<file path="config.mk">
export PLATFORM = sky130hd
export DESIGN_NAME = led_frame_buffer_with_host_override
export DESIGN_NICKNAME = d
export VERILOG_FILES = /design/src/hw/rtl/lfb_pkg.sv /design/src/hw/rtl/led_frame_buffer_with_host_override.sv /design/src/hw/rtl/lfb_ram.sv /design/src/hw/rtl/lfb_scale.sv /design/src/hw/rtl/lfb_timer.sv
export VERILOG_INCLUDE_DIRS = /design/src /design/src/hw/rtl
export SDC_FILE = /design/constraint.sdc
export NUM_CORES = 2
export LEC_CHECK = 0
export CORE_MARGIN = 1.5
export CORE_UTILIZATION = 60
export CTS_CLUSTER_SIZE = 24
export DETAILED_ROUTE_END_ITERATION = 6
export DONT_BUFFER_PORTS = 1
export PLACE_DENSITY = 0.84
export SETUP_SLACK_MARGIN = 0.2
export SLEW_MARGIN = 10
export SYNTH_ARGS = -nofsm -noshare
export SYNTH_HDL_FRONTEND = slang
export SYNTH_SLANG_ARGS = --single-unit
</file>
<file path="constraint.sdc">
create_clock -name clk -period 11.3 [get_ports clk]
set_input_delay 2.825 -clock clk [delete_from_list [all_inputs] [get_ports clk]]
set_output_delay 2.825 -clock clk [all_outputs]
set_load 0.05 [all_outputs]
</file>
<file path="src/hw/rtl/led_frame_buffer_with_host_override_macros.svh">
// ----------------------------------------------------------------------------
// LED frame buffer assertion macros
// Concurrent assertion wrappers; empty when SYNTHESIS is defined.
// ----------------------------------------------------------------------------
`ifndef LED_FRAME_BUFFER_WITH_HOST_OVERRIDE_MACROS_SVH
`define LED_FRAME_BUFFER_WITH_HOST_OVERRIDE_MACROS_SVH
`ifndef SYNTHESIS
`define LFB_ASSERT(lbl, pre, post) \
  lbl: assert property (@(posedge clk) disable iff (!rst_n) (pre) |-> (post)) \
    else $error("assertion failed");
`define LFB_ASSERT_NEXT(lbl, pre, post) \
  lbl: assert property (@(posedge clk) disable iff (!rst_n) (pre) |=> (post)) \
    else $error("assertion failed");
`else
`define LFB_ASSERT(lbl, pre, post)
`define LFB_ASSERT_NEXT(lbl, pre, post)
`endif
`endif

</file>
<file path="src/hw/rtl/lfb_pkg.sv">
// ----------------------------------------------------------------------------
// LED frame buffer package
// Sizes, codes and word types shared by the frame buffer modules.
// ----------------------------------------------------------------------------
package lfb_pkg;

  localparam int KEY_COUNT   = 28;
  localparam int LOGO_COUNT  = 6;
  localparam int KEY_WORDS   = 2 * KEY_COUNT;
  localparam int TOTAL_WORDS = KEY_WORDS + LOGO_COUNT;
  localparam int KEY_AW      = (KEY_COUNT > 1) ? $clog2(KEY_COUNT) : 1;
  localparam int CNT_W       = $clog2(TOTAL_WORDS);

  localparam logic [7:0]  KEY_LIMIT      = 8'(KEY_COUNT);
  localparam logic [63:0] REFRESH_GAP_US = 64'd5000;
  localparam logic [63:0] HOLD_US        = 64'(10 * 1000 * 1000);

  localparam logic [1:0] OP_SET_KEY  = 2'd0;
  localparam logic [1:0] OP_SET_LOGO = 2'd1;
  localparam logic [1:0] OP_REFRESH  = 2'd2;

  localparam logic [1:0] CFG_KEY_BRIGHT  = 2'd0;
  localparam logic [1:0] CFG_LOGO_BRIGHT = 2'd1;

  localparam logic CH_KEY  = 1'b0;
  localparam logic CH_LOGO = 1'b1;

  typedef struct packed {
    logic [1:0]  opcode;
    logic [7:0]  key_index;
    logic [23:0] color;
    logic        from_host;
    logic [63:0] now_us;
  } in_word_t;

  typedef struct packed {
    logic        channel;
    logic [23:0] pixel;
    logic        last_word;
  } out_word_t;

  typedef struct packed {
    logic held;
    logic gap_ok;
  } lfb_tmr_t;

  typedef enum logic [3:0] {
    S_IDLE   = 4'b0001,
    S_EXEC   = 4'b0010,
    S_WRITE  = 4'b0100,
    S_STREAM = 4'b1000
  } state_t;

endpackage

</file>
<file path="src/hw/rtl/led_frame_buffer_with_host_override.sv">
// ----------------------------------------------------------------------------
// LED frame buffer with host override
// Key and logo pixel store with brightness scaling and refresh streaming.
// ----------------------------------------------------------------------------
// Usage:
//   in_*  : command words (set key, set logo, refresh), valid/stall.
//   out_* : pixel words of a refresh burst, valid/stall, output register.
//   cfg_* : brightness writes, index 0 keys, index 1 logo; write when idle.
// A command word is taken in S_IDLE and checked against the hold-off and
// refresh timers in the next, in S_EXEC; a set command stores its colour in
// S_WRITE, and commands that stream nothing return to S_IDLE from S_EXEC.
// A refresh reads key 0 in S_EXEC and loads its first word into the output
// register in S_STREAM; the 2*KEY_COUNT + LOGO_COUNT words then leave at one
// per cycle unless stalled, one key RAM read per key (each key is sent twice).
// The next command is accepted the cycle after the last burst word is loaded.
// A stalled receiver holds the output word and pauses the burst.
// Reset clears the timers, the logo pixel and per-key valid bits, so
// unwritten keys read as zero with no clearing pass; brightness is 255.
// ----------------------------------------------------------------------------
`include "led_frame_buffer_with_host_override_macros.svh"

module led_frame_buffer_with_host_override import lfb_pkg::*; (
  input  logic       clk,
  input  logic       rst_n,
  input  logic       in_valid,
  output logic       in_stall,
  input  in_word_t   in_data,
  output logic       out_valid,
  input  logic       out_stall,
  output out_word_t  out_data,
  input  logic       cfg_we,
  input  logic [1:0] cfg_index,
  input  logic [7:0] cfg_wdata
);

  state_t              state_r, state_nxt;
  in_word_t            item_r;
  logic                drop_r;
  lfb_tmr_t            tmr;
  logic [7:0]          key_lvl_r, logo_lvl_r;
  logic [7:0]          level;
  logic [23:0]         scaled;
  logic [23:0]         logo_r;
  logic [KEY_COUNT-1:0] kvalid_r;
  logic                rd_en;
  logic [KEY_AW-1:0]   rd_addr;
  logic                rd_val_r;
  logic [23:0]         rdata;
  logic                wr_en;
  logic [KEY_AW-1:0]   wr_addr;
  logic [CNT_W-1:0]    cnt_r;
  logic                load;
  logic                key_word;
  out_word_t           word;
  out_word_t           out_r;
  logic                out_vld_r;
  logic                go_refresh;

  assign level = (item_r.opcode == OP_SET_LOGO) ? logo_lvl_r : key_lvl_r;

  lfb_timer u_timer (
    .clk   (clk),
    .rst_n (rst_n),
    .chk   (state_r == S_EXEC),
    .op    (item_r.opcode),
    .host  (item_r.from_host),
    .now   (item_r.now_us),
    .res   (tmr)
  );

  lfb_scale u_scale (
    .clk    (clk),
    .color  (item_r.color),
    .level  (level),
    .scaled (scaled)
  );

  lfb_ram #(.WIDTH(24), .DEPTH(KEY_COUNT)) u_key_ram (
    .clk   (clk),
    .we    (wr_en),
    .waddr (wr_addr),
    .wdata (scaled),
    .re    (rd_en),
    .raddr (rd_addr),
    .rdata (rdata)
  );

  always_comb begin
    in_stall   = (state_r != S_IDLE);
    go_refresh = (state_r == S_EXEC) && (item_r.opcode == OP_REFRESH) && tmr.gap_ok;
    load       = (state_r == S_STREAM) && (!out_vld_r || !out_stall);
    key_word   = cnt_r < CNT_W'(KEY_WORDS);
    wr_addr    = item_r.key_index[KEY_AW-1:0];
    wr_en      = (state_r == S_WRITE) && !drop_r && (item_r.opcode == OP_SET_KEY) &&
                 (item_r.key_index < KEY_LIMIT);

    rd_en   = 1'b0;
    rd_addr = '0;
    if (go_refresh) begin
      rd_en = 1'b1;
    end else if (load && cnt_r[0] && (cnt_r < CNT_W'(KEY_WORDS - 1))) begin
      rd_en   = 1'b1;
      rd_addr = KEY_AW'(cnt_r[CNT_W-1:1] + 1'b1);
    end

    word.channel   = key_word ? CH_KEY : CH_LOGO;
    word.pixel     = key_word ? (rd_val_r ? rdata : 24'd0) : logo_r;
    word.last_word = (cnt_r == CNT_W'(TOTAL_WORDS - 1));

    state_nxt = state_r;
    case (state_r)
      S_IDLE: begin
        if (in_valid) state_nxt = S_EXEC;
      end
      S_EXEC: begin
        if (item_r.opcode == OP_SET_KEY || item_r.opcode == OP_SET_LOGO) begin
          state_nxt = S_WRITE;
        end else if (go_refresh) begin
          state_nxt = S_STREAM;
        end else begin
          state_nxt = S_IDLE;
        end
      end
      S_WRITE: begin
        state_nxt = S_IDLE;
      end
      S_STREAM: begin
        if (load && word.last_word) state_nxt = S_IDLE;
      end
      default: begin
        state_nxt = S_IDLE;
      end
    endcase
  end

  always_ff @(posedge clk) begin
    if (!rst_n) begin
      state_r    <= S_IDLE;
      key_lvl_r  <= 8'hff;
      logo_lvl_r <= 8'hff;
      logo_r     <= '0;
      kvalid_r   <= '0;
      out_vld_r  <= 1'b0;
      cnt_r      <= '0;
    end else begin
      state_r <= state_nxt;
      if (cfg_we && cfg_index == CFG_KEY_BRIGHT) key_lvl_r <= cfg_wdata;
      if (cfg_we && cfg_index == CFG_LOGO_BRIGHT) logo_lvl_r <= cfg_wdata;
      if (wr_en) kvalid_r[wr_addr] <= 1'b1;
      if (state_r == S_WRITE && !drop_r && item_r.opcode == OP_SET_LOGO) begin
        logo_r <= scaled;
      end
      if (go_refresh) begin
        cnt_r <= '0;
      end else if (load) begin
        cnt_r <= cnt_r + CNT_W'(1);
      end
      if (load) begin
        out_vld_r <= 1'b1;
      end else if (!out_stall) begin
        out_vld_r <= 1'b0;
      end
    end
  end

  always_ff @(posedge clk) begin
    if (in_valid && !in_stall) item_r <= in_data;
    if (state_r == S_EXEC) drop_r <= tmr.held;
    if (rd_en) rd_val_r <= kvalid_r[rd_addr];
    if (load) out_r <= word;
  end

  assign out_valid = out_vld_r;
  assign out_data  = out_r;

  `LFB_ASSERT_NEXT(a_busy_after_accept, in_valid && !in_stall, in_stall)
  `LFB_ASSERT(a_last_is_logo, out_valid && out_data.last_word, out_data.channel == CH_LOGO)
  `LFB_ASSERT_NEXT(a_burst_start, go_refresh, state_r == S_STREAM && cnt_r == '0)
  `LFB_ASSERT(a_stream_blocks_input, state_r == S_STREAM, in_stall)

endmodule

</file>
<file path="src/hw/rtl/lfb_ram.sv">
// ----------------------------------------------------------------------------
// LED frame buffer RAM
// Generic single-write, single-read RAM with registered read data.
// ----------------------------------------------------------------------------
module lfb_ram #(
  parameter int WIDTH = 24,
  parameter int DEPTH = 28,
  localparam int AW = (DEPTH > 1) ? $clog2(DEPTH) : 1
) (
  input  logic             clk,
  input  logic             we,
  input  logic [AW-1:0]    waddr,
  input  logic [WIDTH-1:0] wdata,
  input  logic             re,
  input  logic [AW-1:0]    raddr,
  output logic [WIDTH-1:0] rdata
);

  logic [WIDTH-1:0] mem [DEPTH];

  always_ff @(posedge clk) begin
    if (we) begin
      mem[waddr] <= wdata;
    end
    if (re) begin
      rdata <= mem[raddr];
    end
  end

endmodule

</file>
<file path="src/hw/rtl/lfb_scale.sv">
// ----------------------------------------------------------------------------
// LED frame buffer colour scaler
// Per-byte brightness scaling: byte * level / 255, products registered.
// ----------------------------------------------------------------------------
module lfb_scale import lfb_pkg::*; (
  input  logic        clk,
  input  logic [23:0] color,
  input  logic [7:0]  level,
  output logic [23:0] scaled
);

  logic [15:0] prod_r [3];
  logic [16:0] sum [3];

  always_ff @(posedge clk) begin
    for (int i = 0; i < 3; i++) begin
      prod_r[i] <= color[i*8 +: 8] * level;
    end
  end

  // exact x / 255 for x < 65280
  always_comb begin
    for (int i = 0; i < 3; i++) begin
      sum[i] = {1'b0, prod_r[i]} + {9'd0, prod_r[i][15:8]} + 17'd1;
      scaled[i*8 +: 8] = sum[i][15:8];
    end
  end

endmodule

</file>
<file path="src/hw/rtl/lfb_timer.sv">
// ----------------------------------------------------------------------------
// LED frame buffer timer checks
// Host hold-off deadline and refresh spacing against the item timestamp.
// ----------------------------------------------------------------------------
module lfb_timer import lfb_pkg::*; (
  input  logic        clk,
  input  logic        rst_n,
  input  logic        chk,
  input  logic [1:0]  op,
  input  logic        host,
  input  logic [63:0] now,
  output lfb_tmr_t    res
);

  logic [63:0] last_r;
  logic [63:0] dl_r;

  always_comb begin
    res.held   = !host && (now < dl_r);
    res.gap_ok = (now - last_r) >= REFRESH_GAP_US;
  end

  always_ff @(posedge clk) begin
    if (!rst_n) begin
      last_r <= '0;
      dl_r   <= '0;
    end else if (chk) begin
      if ((op == OP_SET_KEY || op == OP_SET_LOGO) && host) begin
        dl_r <= now + HOLD_US;
      end
      if (op == OP_REFRESH && res.gap_ok) begin
        last_r <= now;
      end
    end
  end

endmodule
</file>
; Yosys cells after proc, flatten, opt, wreduce, memory -nomap -nowiden
; Memory sizes are Yosys's and may differ from the RTL's. A register that Yosys moved wholly into a read port is not among the register bits.
; Index checks and enable logic that the tools add are counted.
[totals]
ff_bits = 334
mem_bits_rw = 720
output_inout_bits = 28
word_cells = 107
memories = 2
[classes]
addsub = 10
mul = 3
magnitude_cmp = 8
eq_ne = 12
muxes = 21
bitwise = 2
reduce_logical = 30
[mem_list]
columns = memory, depth, width, rd, rd_clocked_by_memory_dff, write_ports, line_no
row1 = u_key_ram.mem, 28, 24, 1, 1, 1, lfb_ram.sv:19  ; logic [WIDTH-1:0] mem [DEPTH];
row2 = u_scale.prod_r, 3, 16, 3, 0, 3, lfb_scale.sv:12  ; logic [15:0] prod_r [3];
[op_table]
columns = cell, n
row1 = $add A64 B24 Y64 const B, 1
row2 = $ge A64 B13 Y1 const B, 1
row3 = $lt A64 B64 Y1, 1
row4 = $sub A64 B64 Y64, 1
row5 = $add A16 B1 Y16 const B, 3
row6 = $add A16 B8 Y16, 3
row7 = $mul A8 B8 Y16, 3
row8 = $mux W24, 2
row9 = $or A28 B28 Y28, 1
row10 = $logic_and A1 B1 Y1, 17
row11 = $mux W4, 4
row12 = $lt A5 B6 Y1 const B, 2
row13 = $lt A6 B6 Y1 const B, 2
row14 = $pmux W4 S3, 1
row15 = $mux W5, 2
row16 = $mux W1, 9
row17 = $lt A8 B5 Y1 const B, 1
row18 = $mux W8, 1
row19 = $add A6 B1 Y6 const B, 1
row20 = $eq A6 B6 Y1 const B, 1
row21 = $reduce_and A2 Y1, 3
row22 = $add A5 B1 Y5 const B, 1
row23 = $bmux W1 S5, 1
row24 = $demux W1 S5, 1
row25 = 15 further kinds, 23

; Depth between registers and ports, before layout
[logic_depth]
depth_word = 9
depth_mapped = 25

; By module
; From an unflattened synthesis, not the netlist that was laid out.
[hier_totals]
hier_cells = 4481
hier_area_um2 = 54254.5
[by_module_without_submodules]
columns = module, n_inst, cells_per_inst, area_per_inst_um2, seq_area_each_um2
row1 = lfb_ram, 1, 1374, 26726.9, 20900.0
row2 = lfb_timer, 1, 1592, 11726.2, 2562.5
row3 = lfb_scale, 1, 885, 8047.7, 960.9
row4 = led_frame_buffer_with_host_override, 1, 630, 7753.7, 5395.2

; Worst setup path after synthesis
; Ideal clock, no wire load.
[synth_path]
path_type = in2reg
from = in in_valid
to = reg state_r[0]
setup_time_ns = 0.351
arrival_time_ns = 7.444
setup_slack_ns = 3.505
path_stages = 3
path_cell_list = inv_1 nor2_1 o311ai_0
[synth_between]
elab_chain_len = 2
[synth_rtl]
columns = element, line_no
row1 = "start, declared", led_frame_buffer_with_host_override.sv:25  ; input logic in_valid,
row2 = $ne A2 B2 Y1 (no line), n/a
row3 = $reduce_and A2 Y1 (no line), n/a
row4 = "end signal, assigned", led_frame_buffer_with_host_override.sv:146  ; state_r <= state_nxt;
row5 = "end, declared", led_frame_buffer_with_host_override.sv:36  ; state_t state_r, state_nxt;
; Every way passes these cells.
; A chain may end at the register's enable or synchronous reset.

; Final worst setup path
[layout_path]
from = in out_stall
to = reg u_key_ram.rdata[13], read port of u_key_ram.mem, data pin
[layout_between]
elab_chain_len = 7
[layout_rtl]
columns = element, line_no
row1 = "start, declared", led_frame_buffer_with_host_override.sv:29  ; input logic out_stall,
row2 = $logic_not A1 Y1 *, n/a
row3 = $logic_or A1 B1 Y1 *, led_frame_buffer_with_host_override.sv:91  ; load = (state_r == S_STREAM) && (!out_vld_r || !out_stall);
row4 = $logic_and A1 B1 Y1 *, led_frame_buffer_with_host_override.sv:91
row5 = $logic_and A1 B1 Y1 * (2 in a row), led_frame_buffer_with_host_override.sv:101  ; end else if (load && cnt_r[0] && (cnt_r < CNT_W'(KEY_WORDS - 1))) begin
row6 = $mux W5 or $mux W1 (tied branches), led_frame_buffer_with_host_override.sv:101
row7 = $mux W5 or $mux W1 (tied branches), led_frame_buffer_with_host_override.sv:99  ; if (go_refresh) begin
row8 = "end, declared", lfb_ram.sv:16  ; output logic [WIDTH-1:0] rdata
; Mark *: on every way between the ends. The rest lies on a longest branch, timed or not.

==> flow_summary.toml <==
[die]
core_area_um2 = 88500
die_h_um = 302
die_w_um = 302
die_area_um2 = 91400
ios = 142
rows = 109
initial_core_util_pct = 60.7

[placed_design]
place_inst = 5365
place.gp.congestion = 0.958
dpl_worst_slack_ps = 3640
portBuffers = 0
dp_hpwl_um = 82200

[cells_and_area]
drive_gt1_share_pct = 11.7
area_growth_syn_to_layout_pct = 9.63
layout.nets = 4789
layoutNonFillerInstCount = 5567
final_cell_mix = "edfxtp_1 (823), nand2_1 (631), inv_1 (317), ha_1 (259), dfxtp_1 (255)"
final_common_cell = "edfxtp_1"

[critical_path]
worstRegToRegCells = 22
cp_cell_sequence = "a21oi_4, o211ai_1, nor2_4, buf_4, buf_4, mux4_2, nand2_1, nand3_1, nand3_1, o21ai_0"
critPathMaxFanout = 69
start_kind = "input port"
cp_slowest_cell = "buf_4"
critPathRequiredTime_ps = 11700
slowest_delay_ps = 880
cp_num_buf_inv = 2
r2r_start = "item_r[98]"
path_delay_family = "buffers and inverters"
cp.arrival_ps = 7620
startpoint = "out_stall"
critPathKind = "in2reg"
cp.depth = 10
endpoint_kind = "flop"

[cts]
htree_levels = 3
ctsRootBufferMaster = "clkbuf_16"
numCtsBuffers = 105
cts_tree = "built"
clk_latency_ps = 730
cts_setup_buffers = 0
cts.path.max_buffers = 3
cts_sinks = 1078
holdBufCountCts = 0
path_clk_slew_ps = 60
ctsResizeCount = 0

[pwr]
vdd_drop_max_uv = 187
power_leakage_nw = 21.2
seqPwrFrac_pct = 44.0
p_per_area_nw_per_um2 = 202
power.switching_w = 0.00364
p_clk_share_pct = 30.7
combPwrFrac_pct = 25.4
power.internal_w = 0.00826
switching_share_pct = 30.6

[timing]
finalCriticalPeriod_ps = 7230
slew_viol_final = 0
setup_tns_ps = 0
fin_crit_sh_pct = 63.9
worst_slew_pin_slew_ps = 1380
slew_headroom_pct = 8.22
finalClockSkew_ps = 72.4
hold_viol_final = 0
max_freq_mhz = 138
setup_viol = 0
fin_ws_ps = 4070
rsz0062_at_grt = "false"

[yosys]
synth-seq-cells = 1078
synthesis.area_um2 = 53700
synth_edf_count = 823
synth-seq-area-share_pct = 55.5
yosysUniqueCellTypes = 90
yosysWarnings = 0
postSynthCellCount = 4330
synth.avg_cell_area_um2 = 12.4
synth_flop_cell = "edfxtp_1"
syn-num-nets = 4812
async_flop_share_pct = 0

[routing]
via_per_inst = 6.50
drt_iter0_markers = 4859
drt-total-wl_um = 140000
dr.pass1.iters = 7
ant_nets = 0
vias = 36200
wl_per_cell_um = 25.2
post-route-drc-count = 18

[min_path]
min_path_type = "reg2reg"
whs_path_depth = 2
min_from = "u_timer.last_r[54]"

[outcome]
violations = "design-rule violations"
status = "finished with violations"

[grt]
grt_pass1_wl_um = 213000
grt_usage_pct = 30.9
gr-total-overflow = 0
grt_max_degree = 272
antenna_found_initial = 9
grt_pass1_vias = 35900

[job]
cap_viol_max_count = 0
-- final cells by class --
cell class | count | area (um^2)
antenna | 3 | 7.51
timing repair buffer | 63 | 485
fill | 5889 | 29600
multi-input combinational | 2742 | 22400
clock inverter | 55 | 644
inverter | 317 | 1190
sequential | 1078 | 29800
clock buffer | 144 | 2960
tap | 1165 | 1460
-- cell usage after synthesis (all sizes together), types with 7 or more instances --
cell | n | area, um^2
edfxtp | 823 | 24700
nand2 | 634 | 2390
inv | 317 | 1190
ha | 259 | 3240
dfxtp | 255 | 5100
a21oi | 204 | 1020
mux4 | 175 | 3940
o21ai | 175 | 876
nor2 | 159 | 604
clkbuf | 140 | 526
nand3 | 137 | 686
and2 | 125 | 782
fa | 109 | 2180
xnor2 | 75 | 657
mux2i | 69 | 691
o21a | 67 | 503
xor2 | 61 | 534
buf | 53 | 312
nand4 | 50 | 319
o211a | 42 | 420
nor3 | 33 | 165
a21o | 31 | 233
a21boi | 26 | 195
nor3b | 21 | 188
nor2b | 19 | 119
and3 | 18 | 113
or3 | 18 | 113
a31oi | 16 | 100
o21bai | 16 | 120
nor4 | 15 | 93.8
o211ai | 15 | 113
and4 | 14 | 123
nand2b | 14 | 87.6
a211oi | 13 | 103
o21ba | 11 | 110
mux2 | 10 | 113
or2 | 10 | 62.6
o31ai | 8 | 60.1
o221ai | 7 | 67.6
o311ai | 7 | 61.3
-- sequential cells by signal, indices dropped and copies added, names as in the netlist, 4 cells and up --
| name | flops |
|---|---|
| cnt_r | 6 |
| item_r | 99 |
| key_lvl_r | 8 |
| kvalid_r | 28 |
| logo_lvl_r | 8 |
| logo_r | 24 |
| out_data | 26 |
| state_r | 4 |
| u_key_ram.mem | 672 |
| u_key_ram.rdata | 24 |
| u_scale.prod_r | 48 |
| u_timer.dl_r | 64 |
| u_timer.last_r | 64 |
-- path summary, 6_finish.rpt --
path                      endpoint  slack [ps]
max reg2reg  u_scale.prod_r[0][47]        5120
min reg2reg     u_timer.last_r[54]         460
max            u_key_ram.rdata[13]        4070
min             u_timer.last_r[54]         460
-- cells by family after synthesis --
| kind of cell | after synthesis | share of synthesized area (%) |
|---|---|---|
| fa+ha+maj | 368 | 10.1 |
| simple gates | 1290 | 11.2 |
| compound gates | 694 | 8.37 |
| xor+xnor | 136 | 2.22 |
| flops | 1078 | 55.5 |
| buf+inv | 510 | 3.77 |
| mux | 254 | 8.83 |
-- metal layers --
layer	global-route usage [%]	vias to the layer above	routed length [um]
met5	0	-	19
met4	13.7	4	6600
met3	7.20	462	16700
met2	50.5	2372	66100
met1	39.5	17700	50700
li1	-	15600	-
-- power by group through the flow --
stage | logic, W | clock network [W] | registers, W
global route | 0.00336 | 0.00380 | 0.00525
global placement | 0.00277 | 0 | 0.00530
finish | 0.00302 | 0.00365 | 0.00523
floorplan | 0.00208 | 0 | 0.00525
CTS | 0.00293 | 0.00367 | 0.00522
detailed placement | 0.00289 | 0 | 0.00531
-- stage by stage --
| stage | cell area [um^2] | hold slack [ps] | total power [W] | util (%) |
|---|---|---|---|---|
| after detailed placement | 55200 | 447 | 0.00820 | 62.3 |
| after global placement | 55200 | 442 | 0.00807 | 62.3 |
| final | 58900 | 457 | 0.0119 | 66.6 |
| after floorplan | 53700 | 435 | 0.00733 | - |
| after CTS | 58800 | 458 | 0.0118 | 66.4 |
| after global routing | 58900 | 478 | 0.0124 | 66.6 |
-- worst reg2reg max path, stage by stage (launching register included) --
cell and delay, ps:
edfxtp_1 490, nor2b_1 300, buf_4 280, mux2_2 580, and2_1 280, fa_1 460
fa_1 540, inv_1 50, fa_1 470, fa_1 540, inv_1 40, ha_1 310
inv_1 70, o21ai_0 110, and2_1 190, o21ai_0 190, nand2b_1 120, a21oi_1 190
o21bai_1 110, a21o_1 180, a21oi_1 220, o21ai_0 150, xnor2_1 150
Note: power is estimated with default switching activity, not from simulation.
